File: src/lz77fg_pkg.sv
package lz77fg_pkg;

  localparam int WINDOW     = 1024;
  localparam int GROUP      = 8;
  localparam int HIST_DEPTH = 2 * WINDOW;
  localparam int HAW        = $clog2(HIST_DEPTH);
  localparam int WAW        = $clog2(WINDOW);
  localparam int DW         = WAW + 1;
  localparam int GW         = $clog2(GROUP);
  localparam int CW         = GW + 1;

  typedef struct packed {
    logic [7:0] data_byte;
    logic       end_of_input;
  } in_beat_t;

  typedef struct packed {
    logic [7:0] out_byte;
    logic       run_last;
  } out_beat_t;

  typedef struct packed {
    logic          is_match;
    logic [DW-1:0] offset;
    logic [DW-1:0] length;
    logic [7:0]    next;
  } token_t;

  typedef enum logic [2:0] {
    ST_IDLE,
    ST_SWEEP,
    ST_TAIL,
    ST_TOKEN,
    ST_FLUSH
  } state_t;

  typedef enum logic [2:0] {
    PART_OFF_LO,
    PART_OFF_HI,
    PART_LEN_LO,
    PART_LEN_HI,
    PART_NEXT
  } part_t;

  typedef struct packed {
    logic load;
    logic issue;
    logic token;
    logic flush_step;
  } dp_cmd_t;

  typedef struct packed {
    logic in_window;
    logic sweep_done;
    logic flush_needed;
    logic emit_final;
    logic out_free;
  } dp_sts_t;

endpackage

File: src/lz77fg_ctrl.sv
module lz77fg_ctrl (
  input  logic                clk,
  input  logic                rst_n,
  input  logic                in_valid,
  output logic                in_stall,
  input  lz77fg_pkg::dp_sts_t sts,
  output lz77fg_pkg::dp_cmd_t cmd,
  output lz77fg_pkg::state_t  state
);
  import lz77fg_pkg::*;

  state_t state_r;
  state_t state_nxt;

  always_ff @(posedge clk) begin
    if (!rst_n) begin
      state_r <= ST_IDLE;
    end else begin
      state_r <= state_nxt;
    end
  end

  always_comb begin
    state_nxt = state_r;
    case (state_r)
      ST_IDLE: begin
        if (in_valid) begin
          state_nxt = sts.in_window ? ST_SWEEP : ST_TOKEN;
        end
      end
      ST_SWEEP: begin
        if (sts.sweep_done) begin
          state_nxt = ST_TAIL;
        end
      end
      ST_TAIL: begin
        state_nxt = ST_TOKEN;
      end
      ST_TOKEN: begin
        state_nxt = sts.flush_needed ? ST_FLUSH : ST_IDLE;
      end
      ST_FLUSH: begin
        if (sts.out_free && sts.emit_final) begin
          state_nxt = ST_IDLE;
        end
      end
      default: state_nxt = ST_IDLE;
    endcase
  end

  always_comb begin
    cmd      = '0;
    in_stall = 1'b1;
    case (state_r)
      ST_IDLE: begin
        in_stall = 1'b0;
        cmd.load = in_valid;
      end
      ST_SWEEP: cmd.issue = 1'b1;
      ST_TOKEN: cmd.token = 1'b1;
      ST_FLUSH: cmd.flush_step = sts.out_free;
      default: cmd = '0;
    endcase
  end

  assign state = state_r;

endmodule

File: config.mk
export PLATFORM = sky130hd
export DESIGN_NAME = lz77fg_ctrl
export DESIGN_NICKNAME = d
export VERILOG_FILES = /design/src/lz77fg_pkg.sv /design/src/lz77fg_ctrl.sv
export SDC_FILE = /design/constraint.sdc
export NUM_CORES = 1
export LEC_CHECK = 0
export ABC_CLOCK_PERIOD_IN_PS = 2400
export BUFFER_PORTS_ARGS = -buffer_cell sky130_fd_sc_hd__buf_4
export CAP_MARGIN = 10
export CORE_AREA = 2 2 39 41
export DETAILED_ROUTE_END_ITERATION = 8
export DIE_AREA = 0 0 41 43
export PLACE_DENSITY = 0.35
export SYNTH_ARGS = -nofsm -noshare
export SYNTH_HDL_FRONTEND = slang
export SYNTH_SLANG_ARGS = --single-unit
File: constraint.sdc
create_clock -name clk -period 2.4 [get_ports clk]
set_input_delay 0.12 -clock clk [delete_from_list [all_inputs] [get_ports clk]]
set_output_delay 0.12 -clock clk [all_outputs]
set_load 0.005 [all_outputs]
==> insert_results.sql <==
INSERT INTO impl_metrics (metric_group, metric, value, unit) VALUES
('detailed_routing', 'detail_route.vias_per_cell', '3.98', ''),
('global_routing', 'global_route_wire_length_before_repair', '938', 'um'),
('layout', 'post-route-util', '25.6', '%'),
('layout', 'drive_above_1_share', '59.0', '%'),
('logic_synthesis', 'synth.distinct_cells', '16', ''),
('sta', 'final_critical_delay_including_setup_and_external_delays', '1380', 'ps'),
('worst_setup_path', 'path_class', 'reg2out', ''),
('floorplan', 'initial_util', '14.1', '%'),
('logic_synthesis', 'warnings_from_yosys', '0', ''),
('sta', 'totalNegativeSetupSlack', '0', 'ps'),
('place', 'detailedPlace.worstSlack', '1230', 'ps'),
('logic_synthesis', 'proportion_of_netlist_area_held_by_the_largest_area_contributor', '30.8', '%'),
('global_routing', 'initial_antenna_violation_count', '0', ''),
('floorplan', 'placement_rows', '14', ''),
('clock_tree', 'ctsHtreeMaxLevel', '1', ''),
('detailed_routing', 'met1Wirelength', '219', 'um'),
('worst_setup_path', 'cp_slowest_stage_delay', '400', 'ps'),
('sta', 'final_setup_violation_count', '0', ''),
('sta', 'timing.hold.ws', '60.5', 'ps'),
('detailed_routing', 'drt-wirelength-per-cell', '10.6', 'um'),
('detailed_routing', 'drc', '0', ''),
('floorplan', 'coreArea', '0.00138', 'sq mm'),
('place', 'post_place_instance_area', '328', 'sq um'),
('floorplan', 'fp.dieW', '41', 'um'),
('detailed_routing', 'via_count', '219', ''),
('worst_setup_path', 'regToRegEndpoint', 'state[2]$_SDFFE_PN0P_', ''),
('worst_setup_path', 'cpLargestDelayFamily', 'simple AND/OR/NAND/NOR gates', ''),
('flow_run', 'max_cap_viol_count', '0', ''),
('worst_setup_path', 'critPathMaxFanout', '9', ''),
('logic_synthesis', 'synth_cells', '20', ''),
('logic_synthesis', 'synth_top_cells_by_area', 'dfxtp_1 31%, o31ai_4 11%, mux2_4 7.7%, a211oi_2 6.4%, nor2_1 5.8%', ''),
('sta', 'slew-limit-headroom', '76.4', '%'),
('logic_synthesis', 'syn-num-nets', '28', ''),
('layout', 'final_design_area_no_fill', '354', 'sq um'),
('detailed_routing', 'detail_route.first_pass.iterations', '3', ''),
('worst_setup_path', 'timing.critical_path.from_type', 'flop', ''),
('worst_setup_path', 'crit_chain', 'or3_1, nor2_1, buf_4', ''),
('detailed_routing', 'drt_first_iter_violations', '11', ''),
('worst_setup_path', 'crit_arrival', '1260', 'ps'),
('detailed_routing', 'highest_layer', 'met3', ''),
('power', 'cellPowerDensity', '600', 'mW/mm^2'),
('logic_synthesis', 'synth-seq-area-share', '30.8', '%'),
('clock_tree', 'cts_hold_buffers', '0', ''),
('worst_setup_path', 'r2r_start', 'state[0]$_SDFFE_PN0P_', ''),
('layout', 'antenna_cells_inserted', '0', ''),
('clock_tree', 'max-clock-path-buffers', '2', ''),
('worst_setup_path', 'worst_setup_path_end_kind', 'primary output', ''),
('floorplan', 'io_pins', '16', ''),
('layout', 'fin_nets', '48', ''),
('clock_tree', 'cts_made_buffers', '3', ''),
('place', 'port_buffers', '15', ''),
('clock_tree', 'cts-root-buf', 'clkbuf_4', ''),
('status', 'run_status', 'complete, no violations', ''),
('clock_tree', 'post_cts_resize_count', '0', ''),
('place', 'final_hpwl_from_detailed_placement', '460', 'um'),
('clock_tree', 'post_cts_buffers', '0', ''),
('layout', 'largest_reg_flops', '3', ''),
('detailed_routing', 'totalWireLength', '582', 'um'),
('clock_tree', 'worst_setup_hold_path_clk_slew', '40', 'ps'),
('global_routing', 'congestion_overflow_gr', '0', ''),
('sta', 'fmax', '0.726', 'GHz'),
('sta', 'worst_clock_skew', '1.94', 'ps'),
('clock_tree', 'cts_tree', 'done', ''),
('power', 'ir_drop', '0.000210', 'V'),
('detailed_routing', 'drt.antenna.violating_nets', '0', ''),
('global_routing', 'globalRouteTotalUtil', '8.43', '%'),
('clock_tree', 'sinks_on_the_clock_net', '3', ''),
('worst_hold_path', 'worst_hold_startpoint', 'sts[4]', ''),
('worst_setup_path', 'cp_slowest_cell', 'dfxtp_1', ''),
('layout', 'synthToLayoutAreaGrowth', '81.4', '%'),
('global_routing', 'grt_pass1_vias', '230', '');
## cell type report
cell class	count	area (sq um)
fillers	155	1030
flip-flops and latches	3	60.1
clock buffers	4	26.3
repair buffers	15	113
well taps	16	20.0
inverters	1	3.75
multi-input cells	16	131
## synthesized netlist by cell type
cell / instances
a211oi_2: 1
a21o_2: 1
a32oi_1: 1
and3_1: 1
and3b_2: 1
dfxtp_1: 3
inv_1: 1
mux2_4: 1
nand2_1: 1
nor2_1: 3
nor3_1: 1
nor3b_1: 1
nor4bb_1: 1
o21ai_0: 1
o31ai_4: 1
or3_1: 1
## routing by layer
metal	vias up	track usage, %
met2	4	12.8
met1	100	8.04
met4	0	6.00
met5	-	0
met3	0	4.71
li1	115	-
## power by group
group / switching (mW) / internal, mW
Clock: 0.0267 / 0.0623
Sequential: 0.0103 / 0.0546
Combinational: 0.0211 / 0.0373
Total: 0.0581 / 0.154
## cell families after synthesis
| logic type | count (synthesis) | synth area share [%] |
|---|---|---|
| simple gates | 10 | 30.8 |
| buf+inv | 1 | 1.92 |
| mux | 1 | 7.69 |
| compound gates | 5 | 28.8 |
| flops | 3 | 30.8 |
## how the worst max path moves through the flow
stage | slack [ps] | startpoint | end | cells after the start
finish | 1020 | state[2]$_SDFFE_PN0P_ | cmd[3] | 3
global route | 930 | state[2]$_SDFFE_PN0P_ | cmd[3] | 3
global placement | 1230 | state[0]$_SDFFE_PN0P_ | state[2]$_SDFFE_PN0P_ | 3
CTS | 1010 | state[2]$_SDFFE_PN0P_ | cmd[3] | 3
detailed placement | 1230 | state[0]$_SDFFE_PN0P_ | state[2]$_SDFFE_PN0P_ | 3
floorplan | 1270 | state[0]$_SDFFE_PN0P_ | state[2]$_SDFFE_PN0P_ | 3
## per-stage QoR
stage	power (mW)	instances
4_1_cts	0.219	55
6_report	0.212	55
2_1_floorplan	0.0905	20
3_3_place_gp	0.125	51
5_1_grt	0.229	55
3_5_place_dp	0.125	51
## layout by cell type, fill, tap and decap left out
master,netlist,routed
a211oi_2,1,1
a21o_2,1,1
a32oi_1,1,1
and3_1,1,1
and3b_2,1,1
buf_4,0,15
clkbuf_1,0,1
clkbuf_4,0,3
dfxtp_1,3,3
inv_1,1,1
mux2_4,1,1
nand2_1,1,1
nor2_1,3,3
nor3_1,1,1
nor3b_1,1,1
nor4bb_1,1,1
o21ai_0,1,1
o31ai_4,1,1
or3_1,1,1
No activity file was read; power rests on OpenSTA's default activity.
